File: config.mk
export PLATFORM = sky130hd
export DESIGN_NAME = tcp_option_parser
export DESIGN_NICKNAME = d
export VERILOG_FILES = /design/src/rtl/tcpop_pkg.sv /design/src/rtl/tcpop_core.sv /design/src/rtl/tcpop_out_reg.sv /design/src/rtl/tcp_option_parser.sv
export SDC_FILE = /design/constraint.sdc
export NUM_CORES = 1
export LEC_CHECK = 0
export BUFFER_PORTS_ARGS = -buffer_cell sky130_fd_sc_hd__buf_2
export CAP_MARGIN = 20
export CELL_PAD_IN_SITES_DETAIL_PLACEMENT = 1
export CELL_PAD_IN_SITES_GLOBAL_PLACEMENT = 2
export CORE_ASPECT_RATIO = 0.5
export CORE_MARGIN = 2
export CORE_UTILIZATION = 39
export CTS_BUF_LIST = sky130_fd_sc_hd__clkbuf_16
export CTS_CLUSTER_SIZE = 25
export DETAILED_ROUTE_END_ITERATION = 16
export PLACE_DENSITY = 0.92
export SETUP_SLACK_MARGIN = 0.05
export SKIP_CTS_REPAIR_TIMING = 1
export SLEW_MARGIN = 20
export SYNTH_ARGS = -nofsm -noshare
export SYNTH_HDL_FRONTEND = slang
export SYNTH_SLANG_ARGS = --single-unit
File: constraint.sdc
create_clock -name clk -period 6.2 [get_ports clk]
set_clock_uncertainty 0.2 [all_clocks]
set_input_delay 0.31 -clock clk [delete_from_list [all_inputs] [get_ports clk]]
set_output_delay 0.31 -clock clk [all_outputs]
set_load 0.03 [all_outputs]
File: src/rtl/tcpop_pkg.sv
// Shared types and constants for the TCP option parser.
package tcpop_pkg;

	// Option kinds
	localparam logic [7:0] KIND_EOL   = 8'd0;
	localparam logic [7:0] KIND_NOP   = 8'd1;
	localparam logic [7:0] KIND_MSS   = 8'd2;
	localparam logic [7:0] KIND_WS    = 8'd3;
	localparam logic [7:0] KIND_SACKP = 8'd4;
	localparam logic [7:0] KIND_SACK  = 8'd5;
	localparam logic [7:0] KIND_TS    = 8'd8;
	localparam logic [7:0] KIND_MPTCP = 8'd30;

	// Smallest legal length byte (kind and length bytes themselves)
	localparam logic [7:0] MIN_OPT_LEN = 8'd2;

	// Body position counter saturates here
	localparam logic [3:0] POS_MAX = 4'd15;

	// Width of the result tdata bus
	localparam int OUT_W = 96;

	// Parser phase, one-hot
	typedef enum logic [2:0] {
		PH_KIND = 3'b001,
		PH_LEN  = 3'b010,
		PH_BODY = 3'b100
	} phase_t;

	// Accumulated option flags
	typedef struct packed {
		logic bad;
		logic mp;
		logic ts;
		logic sack;
		logic sackp;
		logic ws;
		logic mss;
	} flags_t;

	// Summary result; first member is the top bit, so the layout
	// matches tdata with mss_found in bit 0.
	typedef struct packed {
		logic        pad;
		logic        malformed;
		logic        mptcp_seen;
		logic [31:0] ts_echo;
		logic [31:0] ts_value;
		logic        ts_found;
		logic        sack_seen;
		logic        sack_permitted;
		logic [7:0]  wscale_value;
		logic        wscale_found;
		logic [15:0] mss_value;
		logic        mss_found;
	} res_t;

endpackage

File: src/rtl/tcpop_core.sv
// Option walker: per-byte state update and summary for the final byte.
module tcpop_core (
	input  logic          clk,
	input  logic          arst_n,
	input  logic          step,       // process one byte this cycle
	input  logic [7:0]    opt_byte,
	input  logic          last_byte,
	output tcpop_pkg::res_t res       // summary, valid when step && last_byte
);
	import tcpop_pkg::*;

	phase_t      phase_q, phase_d;
	logic [7:0]  kind_q, kind_d;
	logic [7:0]  left_q, left_d;
	logic [3:0]  pos_q, pos_d;
	logic [63:0] vs_q, vs_d;
	logic        stop_q, stop_d;
	flags_t      flg_q, flg_d;
	logic [15:0] mss_q, mss_d;
	logic [7:0]  ws_q, ws_d;
	logic        fin;
	logic        bad_f;

	// Next state for one option byte
	always_comb begin
		phase_d = phase_q;
		kind_d  = kind_q;
		left_d  = left_q;
		pos_d   = pos_q;
		vs_d    = vs_q;
		stop_d  = stop_q;
		flg_d   = flg_q;
		mss_d   = mss_q;
		ws_d    = ws_q;
		fin     = 1'b0;
		if (!stop_q) begin
			case (phase_q)
				PH_KIND: begin
					if (opt_byte == KIND_EOL) begin
						stop_d = 1'b1;
					end else if (opt_byte != KIND_NOP) begin
						kind_d  = opt_byte;
						phase_d = PH_LEN;
					end
				end
				PH_LEN: begin
					if (opt_byte < MIN_OPT_LEN) begin
						flg_d.bad = 1'b1;
						stop_d    = 1'b1;
						phase_d   = PH_KIND;
					end else begin
						left_d = opt_byte - MIN_OPT_LEN;
						pos_d  = 4'd0;
						if (kind_q == KIND_MSS) begin
							mss_d = 16'd0;
						end else if (kind_q == KIND_WS) begin
							ws_d = 8'd0;
						end else if (kind_q == KIND_TS) begin
							vs_d = 64'd0;
						end
						if (left_d == 8'd0) begin
							fin = 1'b1;
						end else begin
							phase_d = PH_BODY;
						end
					end
				end
				PH_BODY: begin
					// capture body bytes by position
					if (kind_q == KIND_MSS) begin
						if (pos_q == 4'd0) begin
							mss_d[15:8] = opt_byte;
						end else if (pos_q == 4'd1) begin
							mss_d[7:0] = opt_byte;
						end
					end else if (kind_q == KIND_WS) begin
						if (pos_q == 4'd0) begin
							ws_d = opt_byte;
						end
					end else if (kind_q == KIND_TS) begin
						if (!pos_q[3]) begin
							vs_d[{~pos_q[2:0], 3'b000} +: 8] = opt_byte;
						end
					end
					if (pos_q != POS_MAX) begin
						pos_d = pos_q + 4'd1;
					end
					left_d = left_q - 8'd1;
					if (left_d == 8'd0) begin
						fin = 1'b1;
					end
				end
				default: ;
			endcase
		end
		// option complete: mark its kind
		if (fin) begin
			case (kind_q)
				KIND_MSS:   flg_d.mss   = 1'b1;
				KIND_WS:    flg_d.ws    = 1'b1;
				KIND_SACKP: flg_d.sackp = 1'b1;
				KIND_SACK:  flg_d.sack  = 1'b1;
				KIND_TS:    flg_d.ts    = 1'b1;
				KIND_MPTCP: flg_d.mp    = 1'b1;
				default: ;
			endcase
			phase_d = PH_KIND;
		end
	end

	// Summary: an option still open at the end counts as cut off
	assign bad_f = flg_d.bad | (!stop_d && (phase_d != PH_KIND));

	always_comb begin
		res                = '0;
		res.mss_found      = flg_d.mss;
		res.mss_value      = flg_d.mss ? mss_d : 16'd0;
		res.wscale_found   = flg_d.ws;
		res.wscale_value   = flg_d.ws ? ws_d : 8'd0;
		res.sack_permitted = flg_d.sackp;
		res.sack_seen      = flg_d.sack;
		res.ts_found       = flg_d.ts;
		res.ts_value       = flg_d.ts ? vs_d[63:32] : 32'd0;
		res.ts_echo        = flg_d.ts ? vs_d[31:0] : 32'd0;
		res.mptcp_seen     = flg_d.mp;
		res.malformed      = bad_f;
	end

	// State registers; the final byte returns everything to reset values
	always_ff @(posedge clk or negedge arst_n) begin
		if (!arst_n) begin
			phase_q <= PH_KIND;
			kind_q  <= '0;
			left_q  <= '0;
			pos_q   <= '0;
			vs_q    <= '0;
			stop_q  <= 1'b0;
			flg_q   <= '0;
			mss_q   <= '0;
			ws_q    <= '0;
		end else if (step) begin
			if (last_byte) begin
				phase_q <= PH_KIND;
				kind_q  <= '0;
				left_q  <= '0;
				pos_q   <= '0;
				vs_q    <= '0;
				stop_q  <= 1'b0;
				flg_q   <= '0;
				mss_q   <= '0;
				ws_q    <= '0;
			end else begin
				phase_q <= phase_d;
				kind_q  <= kind_d;
				left_q  <= left_d;
				pos_q   <= pos_d;
				vs_q    <= vs_d;
				stop_q  <= stop_d;
				flg_q   <= flg_d;
				mss_q   <= mss_d;
				ws_q    <= ws_d;
			end
		end
	end

	// After the final byte the walker is back at its start
	a_restart: assert property (@(posedge clk) disable iff (!arst_n)
		step && last_byte |=> phase_q == PH_KIND && !stop_q && flg_q == '0)
		else $error("parser not restarted after final byte");

	// Once stopped, no option is open
	a_stop_idle: assert property (@(posedge clk) disable iff (!arst_n)
		stop_q |-> phase_q == PH_KIND)
		else $error("stopped with an option open");

	// Body phase always has bytes outstanding
	a_body_left: assert property (@(posedge clk) disable iff (!arst_n)
		phase_q == PH_BODY |-> left_q != 8'd0)
		else $error("body phase with no bytes left");

endmodule

File: src/rtl/tcpop_out_reg.sv
// Result register for the summary stream.
module tcpop_out_reg (
	input  logic                           clk,
	input  logic                           arst_n,
	input  logic                           load,
	input  tcpop_pkg::res_t                res,
	output logic                           tvalid,
	input  logic                           tready,
	output logic [tcpop_pkg::OUT_W-1:0]    tdata
);
	import tcpop_pkg::*;

	res_t res_q;
	logic vld_q;

	// Valid flag: set on load, cleared when taken
	always_ff @(posedge clk or negedge arst_n) begin
		if (!arst_n) begin
			vld_q <= 1'b0;
		end else if (load) begin
			vld_q <= 1'b1;
		end else if (tready) begin
			vld_q <= 1'b0;
		end
	end

	// Payload
	always_ff @(posedge clk) begin
		if (load) begin
			res_q <= res;
		end
	end

	assign tvalid = vld_q;
	assign tdata  = res_q;

	// Never overwrite a result that is still waiting
	a_no_overwrite: assert property (@(posedge clk) disable iff (!arst_n)
		load |-> !vld_q || tready)
		else $error("result overwritten while stalled");

endmodule

File: src/rtl/tcp_option_parser.sv
// Top level of the TCP option parser.
//
// Input stream (s_axis_*): one byte of the TCP option area per item, in
// header order; tlast marks the final byte of the area. Output stream
// (m_axis_*): one summary item per option area, sent for the byte with
// tlast. Bytes without tlast give no output.
// Path: the final byte passes from the input register through the walker
// logic into the result register, which drives m_axis; the final byte moves
// on as soon as the result register is free.
// Throughput: one byte per cycle, sustained while no final byte waits on a
// busy result register; a new area may follow the previous one with no gap.
// Stall: while a summary waits on m_axis_tready, non-final bytes keep
// flowing; a final byte holds in the input register until the result
// register frees, and s_axis_tready drops only then.
// Reset: arst_n clears the walker to the start of an option area and
// empties both registers; no reset sweep is needed.
module tcp_option_parser (
	input  logic        clk,
	input  logic        arst_n,
	input  logic        s_axis_tvalid,
	output logic        s_axis_tready,
	input  logic [7:0]  s_axis_tdata,   // [7:0] opt_byte
	input  logic        s_axis_tlast,   // last_byte
	output logic        m_axis_tvalid,
	input  logic        m_axis_tready,
	// [0] mss_found, [16:1] mss_value, [17] wscale_found, [25:18] wscale_value,
	// [26] sack_permitted, [27] sack_seen, [28] ts_found, [60:29] ts_value,
	// [92:61] ts_echo, [93] mptcp_seen, [94] malformed, [95] zero
	output logic [tcpop_pkg::OUT_W-1:0] m_axis_tdata
);
	import tcpop_pkg::*;

	logic       vld_s1;
	logic [7:0] byte_s1;
	logic       last_s1;
	logic       accept;
	logic       adv;
	logic       out_free;
	logic       out_load;
	res_t       res;

	// Stage 1 moves on unless it carries a final byte and the result is blocked
	assign out_free      = !m_axis_tvalid || m_axis_tready;
	assign adv           = vld_s1 && (!last_s1 || out_free);
	assign out_load      = adv && last_s1;
	assign s_axis_tready = !vld_s1 || adv;
	assign accept        = s_axis_tvalid && s_axis_tready;

	// Input register
	always_ff @(posedge clk or negedge arst_n) begin
		if (!arst_n) begin
			vld_s1 <= 1'b0;
		end else if (accept) begin
			vld_s1 <= 1'b1;
		end else if (adv) begin
			vld_s1 <= 1'b0;
		end
	end

	always_ff @(posedge clk) begin
		if (accept) begin
			byte_s1 <= s_axis_tdata;
			last_s1 <= s_axis_tlast;
		end
	end

	tcpop_core u_core (
		.clk       (clk),
		.arst_n    (arst_n),
		.step      (adv),
		.opt_byte  (byte_s1),
		.last_byte (last_s1),
		.res       (res)
	);

	tcpop_out_reg u_out (
		.clk    (clk),
		.arst_n (arst_n),
		.load   (out_load),
		.res    (res),
		.tvalid (m_axis_tvalid),
		.tready (m_axis_tready),
		.tdata  (m_axis_tdata)
	);

	// Results come only from final bytes
	a_load_last: assert property (@(posedge clk) disable iff (!arst_n)
		out_load |-> vld_s1 && last_s1)
		else $error("result loaded from a non-final byte");

	// An empty input stage always takes a byte
	a_ready_empty: assert property (@(posedge clk) disable iff (!arst_n)
		!vld_s1 |-> s_axis_tready)
		else $error("input stalled while empty");

	// A held final byte is released as soon as the result register frees
	a_release: assert property (@(posedge clk) disable iff (!arst_n)
		vld_s1 && last_s1 && out_free |=> $past(out_load))
		else $error("final byte not released");

	// Pad bit of the result is always zero
	a_pad_zero: assert property (@(posedge clk) disable iff (!arst_n)
		m_axis_tvalid |-> m_axis_tdata[OUT_W-1] == 1'b0)
		else $error("pad bit set");

endmodule
# [Word level (Yosys, flattened, before mapping)]
# Index checks and enable logic that the tools add are counted.
[op_classes] n_eq_ne=17 order_cmp=1 n_addsub=4 reduce_logical=23 shift=2 n_bitwise=2 n_mux=77
[ops] operator="$mux W64" n=10
[ops] operator="$mux W8" n=19
[ops] operator="$pmux W64 S2" n=1
[ops] operator="$mux W16" n=5
[ops] operator="$bwmux W64" n=1
[ops] operator="$shift A8 B8 Y64 const A" n=1
[ops] operator="$shiftx A8 B8 Y64" n=1
[ops] operator="$pmux W16 S2" n=1
[ops] operator="$pmux W8 S2" n=2
[ops] operator="$logic_not A8 Y1" n=3
[ops] operator="$mux W1" n=21
[ops] operator="$mux W3" n=7
[ops] operator="$eq A8 B2 Y1 const B" n=2
[ops] operator="$eq A8 B3 Y1 const B" n=2
[ops] operator="$mux W4" n=4
[ops] operator="$reduce_and A5 Y1" n=2
[ops] operator="$eq A8 B4 Y1 const B" n=1
[ops] operator="$eq A8 B5 Y1 const B" n=1
[ops] operator="$lt A8 B2 Y1 const B" n=1
[ops] operator="$ne A8 B1 Y1 const B" n=1
[ops] operator="$neg A6 Y8" n=1
[ops] operator="$pmux W4 S2" n=1
[ops] operator="$reduce_bool A2 Y1" n=4
[ops] operator="$sub A8 B1 Y8 const B" n=1
[ops] operator="23 further kinds" n=33
[totals] ff_bits=225 out_inout_bits=98 elab_cells=156

# [Logic depth before layout (Yosys ltp)]
[depth] ltp_word=11 depth_mapped=11 mapped_depth_nobuf=8

# [Cells and area by module]
# From an unflattened synthesis, not the netlist that was laid out.
[hier_totals] hier_cells=1044 hier_area_um2=11134.4
[by_module_without_submodules] mod="tcpop_core" cells_each=928 area_each_um2=7862.5 seq_area_each_um2=2979.1 n_inst=1
[by_module_without_submodules] mod="tcpop_out_reg" cells_each=99 area_each_um2=2919.0 seq_area_each_um2=2907.8 n_inst=1
[by_module_without_submodules] mod="tcp_option_parser" cells_each=17 area_each_um2=352.8 seq_area_each_um2=295.3 n_inst=1

# [Least setup slack after synthesis]
# OpenSTA, ideal clock, no wires.
[synth_path] path_type="register to register" start="reg u_out.vld_q, in the netlist u_out.tvalid" end="reg u_out.res_q, in the netlist u_out.tdata[0], enable pin" required_time_ns=5.503 path_stages_with_launch=7 synth_period_minus_slack_ns=4.669 path_slack_ns=1.531 setup_time_ns=0.497 arrival_ns=3.972 cell_sequence="dfrtp_1 -> nand3b_1 -> and2_1 -> clkbuf_1 -> nand2_1 -> inv_1 -> clkbuf_1"
[synth_between] elab_chain_cells=5
[synth_rtl] item="start: declaration" line_no="tcpop_out_reg.sv:14" source="logic vld_q;"
[synth_rtl] item="start signal: assignment" line_no="tcpop_out_reg.sv:19" source="vld_q <= 1'b0;"
[synth_rtl] item="start signal: assignment" line_no="tcpop_out_reg.sv:21" source="vld_q <= 1'b1;"
[synth_rtl] item="start signal: assignment" line_no="tcpop_out_reg.sv:23" source="vld_q <= 1'b0;"
[synth_rtl] item="$logic_not A1 Y1" line_no="tcp_option_parser.sv:43" source="assign out_free = !m_axis_tvalid || m_axis_tready;"
[synth_rtl] item="$logic_or A1 B1 Y1" line_no="tcp_option_parser.sv:43"
[synth_rtl] item="$logic_or A1 B1 Y1" line_no="tcp_option_parser.sv:44" source="assign adv = vld_s1 && (!last_s1 || out_free);"
[synth_rtl] item="$logic_and A1 B1 Y1" line_no="tcp_option_parser.sv:44"
[synth_rtl] item="$logic_and A1 B1 Y1" line_no="tcp_option_parser.sv:45" source="assign out_load = adv && last_s1;"
[synth_rtl] item="net out_load" line_no="tcp_option_parser.sv:39" source="logic out_load;"
[synth_rtl] item="end signal: assignment" line_no="tcpop_out_reg.sv:30" source="res_q <= res;"
[synth_rtl] item="end: declaration" line_no="tcpop_out_reg.sv:13" source="res_t res_q;"
# The timed path passes the listed nets, and every way through them passes these cells.
# A chain may end at the register's enable or synchronous reset.

# [Worst setup path in the final report]
[layout_path] start="reg byte_s1[1]" end="reg u_out.res_q, in the netlist u_out.tdata[37], data pin"
[layout_between] elab_chain_cells=8 word_cells_on_any_way=17
[layout_rtl] item="start: declaration" line_no="tcp_option_parser.sv:34" source="logic [7:0] byte_s1;"
[layout_rtl] item="start signal: assignment" line_no="tcp_option_parser.sv:62" source="byte_s1 <= s_axis_tdata;"
[layout_rtl] item="parallel branches: the longest is 8 deep, another holds $sub A8 B2 Y8"
# Several ways; the timed one is not identified.

==> flow_metrics.py <==
metrics = {
    "floorplan": {
        "initial_utilization_pct": 40.1,
        "die_x_um": 244,
        "die_area_um2": 30300,
        "ioPinCount": 111,
        "fp.coreArea_um2": 28000,
        "die_y_um": 124,
        "rows": 43,
    },
    "sta": {
        "grt_setup_unrepaired": "false",
        "finalSetupViolCount": 0,
        "fmax_mhz": 254,
        "finalCriticalPeriod_ns": 3.94,
        "tightestPinTransition_ns": 1.14,
        "setup_ws_ns": 2.26,
        "max_slew_margin_pct": 24.2,
        "finalCritPeriodShare_pct": 63.5,
        "tns_ns": 0,
        "hold_viol": 0,
        "maxSlewViolCount": 0,
    },
    "synth": {
        "avgSynthCellArea_um2": 10.3,
        "async_flop_share_pct": 53.8,
        "yosysWarnings": 0,
        "synth_edf_count": 104,
        "synth_seq_area_share_pct": 54.7,
        "synth_cells": 1096,
        "synth.distinct_cells": 78,
        "syn_nets": 1116,
        "netlist_area_um2": 11200,
        "ys_seq_elements": 225,
        "synth_ff_type": "dfrtp_1",
    },
    "critical_path": {
        "worstSetupPathType": "reg2reg",
        "worst_setup_path_end_kind": "register",
        "path_cells": "inv_1 -> ha_1 -> nor4bb_1 -> nand3_1 -> or3b_2 -> o41ai_2 -> buf_4 -> a21oi_4 -> buf_4 -> a211oi_1",
        "critPathTopFamily": "simple AND/OR/NAND/NOR gates",
        "max_stage_delay_ns": 0.81,
        "cp.arrival_ns": 4.09,
        "worstPathRequired_ns": 6.35,
        "start_kind": "register",
        "path_buf_inv": 3,
        "cp_slowest_cell": "edfxtp_1",
        "crit_cells": 10,
        "crit_path_frequent_cell": "buf_4",
        "worst-path-max-fanout": 57,
        "r2r_cells": 10,
    },
    "power": {
        "fin_total_pwr_w": 0.00400,
        "vdd_ir_drop_max_mv": 0.178,
        "powerDensity_nw_per_um2": 311,
        "p_leak_nw": 4.87,
    },
    "detailed_routing": {
        "drt_wl_total_um": 39000,
        "num_vias": 9744,
        "drtIter0Drc": 985,
        "post_drt_wl_per_cell_um": 24.7,
        "vias_per_cell": 6.19,
        "ant_nets": 0,
        "drc": 0,
        "detail_route.first_pass.iterations": 5,
    },
    "finish": {
        "nNetsFinal": 1197,
        "area_delta_synth_final_pct": 14.2,
        "fill_cells": 3114,
        "n_antenna_cell": 0,
        "final_layout_size_suffix_gt1_share_pct": 16.3,
        "design_area_um2": 12800,
        "final_cell_count_no_fill": 1575,
    },
    "placement": {
        "dp.cells": 1523,
        "place_congestion": 0.914,
        "place_hpwl_um": 26400,
        "place_ws_ns": 2.37,
        "port_buffers": 109,
        "place_area_um2": 12100,
    },
    "run": {
        "drv_cap": 0,
    },
    "global_route": {
        "grt_max_degree": 71,
        "grt_remaining_overflow": 0,
        "grt_use_total_pct": 25.8,
        "antenna_found_initial": 1,
        "grt_pass1_vias": 9796,
        "grt_pass1_wl_um": 59300,
    },
    "clock_network": {
        "clock_tree.root_cell": "clkbuf_16",
        "cts.clk_slew.worst_paths_ns": 0.07,
        "clk_latency_ns": 0.53,
        "clock-sinks": 225,
        "htreeDepth": 1,
        "cts_buffers": 22,
        "clock_path_buffers": 3,
        "cts_tree": "done",
    },
    "hold_path": {
        "hp-class": "in2async",
    },
    "status": {
        "outcome": "finished clean",
    },
}
## power by group
part	switching [W]	total, W	internal (W)
combinational	0.000679	0.000922	0.000243
clock	0.000593	0.00127	0.000673
sequential	0.000142	0.00181	0.00167
## synthesized netlist by cell type, types with 7 or more instances
cell type,instances,area [um2]
dfrtp_1,120,3000
nand2_1,118,443
nor2_1,115,432
edfxtp_1,104,3120
o21ai_0,78,390
a21oi_1,60,300
clkbuf_1,54,203
a22oi_1,43,323
nor3_1,26,130
inv_1,22,82.6
a32oi_1,18,158
a31oi_1,17,106
nand3_1,17,85.1
o2bb2ai_1,17,149
nand2b_1,16,100
a21o_1,15,113
o21a_1,15,113
a32o_1,14,140
and3_1,13,81.3
buf_2,12,60.1
a211oi_1,11,82.6
a22o_1,10,87.6
nor4_1,10,62.6
or3_1,10,62.6
a21oi_2,9,78.8
a21boi_0,8,60.1
buf_6,8,90.1
nand4_1,8,50.1
ha_1,7,87.6
o21bai_1,7,52.6
o22ai_1,7,43.8
xnor2_1,7,61.3
## cells in the final DEF, fill, tap and decap left out, drive strengths merged, types with 10 or more instances in the layout
cell type	count
a21o	15
dfrtp	120
inv	32
o21ai	80
nor4	13
a32oi	18
a211oi	11
nand3	18
nand2b	16
o2bb2ai	17
a32o	14
a21oi	69
o21a	15
a22o	10
a31oi	18
nand2	118
nor3	32
or3	10
a22oi	43
edfxtp	104
clkbuf	23
nor2	116
dlygate4sd3	12
buf	127
and3	13
## area by class of cell
| class | count | area, um2 | share of cell area (%) |
|---|---|---|---|
| timing repair buffer | 139 | 816 | 6.36 |
| sequential | 225 | 6150 | 47.9 |
| inverter | 22 | 85.1 | 0.663 |
| clock inverter | 17 | 82.6 | 0.643 |
| clock buffer | 23 | 576 | 4.48 |
| tap | 382 | 478 | 3.72 |
| multi-input combinational | 767 | 4650 | 36.2 |
## worst register-to-register path, stage by stage, from the launching register on
cell      delay [ns]
edfxtp_1        0.81
inv_1           0.29
ha_1            0.38
nor4bb_1        0.29
nand3_1         0.13
or3b_2          0.50
o41ai_2         0.07
buf_4           0.28
a21oi_4         0.14
buf_4           0.33
a211oi_1        0.35
## kinds of logic (layout without fill, tap and decap cells)
logic type / after synthesis / in the layout / synth area share [%]
and+or+nand+nor: 385 / 385 / 17.1
AOI/OAI and AO/OA: 365 / 365 / 22.4
other: 1 / 1 / 0.0334
muxes: 1 / 1 / 0.100
adders and majority gates: 7 / 7 / 0.779
xor gates and xnor gates: 8 / 8 / 0.623
DFF: 225 / 225 / 54.7
buffers and inverters: 104 / 201 / 4.23
## metrics by stage
step                      hold WS (ns)  util (%)
after floorplan                 -0.186         -
after global routing             0.278      45.8
after detailed placement         0.240      43.0
after global placement           0.226      43.0
final                            0.195      45.8
after CTS                       -0.313      45.4
## per-layer routing
metal	up-vias	track usage, %	part of all wire (%)	routed length (um)
li1	4258	-	-	-
met1	5003	34.8	43	16800
met2	406	41.6	46	17900
met3	77	6.38	8.1	3140
met4	0	7.43	2.9	1110
met5	-	0	0	0
## path summary, 6_finish.rpt
check / to / start / slack, ns
min in group clk: byte_s1[7]$_DFFE_PP_ / s_axis_tdata[7] / 0.29
setup reg to reg: u_out.tdata[37]$_SDFFCE_PP0P_ / byte_s1[1]$_DFFE_PP_ / 2.26
hold / removal: u_core.vs_q[5]$_DFFE_PN0P_ / arst_n / 0.19
hold reg to reg: u_core.vs_q[48]$_DFFE_PN0P_ / u_core.vs_q[48]$_DFFE_PN0P_ / 0.29
setup / recovery: u_out.tdata[37]$_SDFFCE_PP0P_ / byte_s1[1]$_DFFE_PP_ / 2.26
max in group asynchronous: u_core.vs_q[46]$_DFFE_PN0P_ / arst_n / 4.15
## registers in the layout (all words and copies together) (netlist names)
register,flops
vld_s1,1
u_core.left_q,8
u_core.phase_q,3
byte_s1,8
u_core.pos_q,4
last_s1,1
u_core.ws_q,8
u_core.stop_q,1
u_core.mss_q,16
u_core.flg_q,7
u_core.vs_q,64
u_core.kind_q,8
u_out.tvalid,1
u_out.tdata,95
Note: power is estimated with default switching activity, not from simulation.
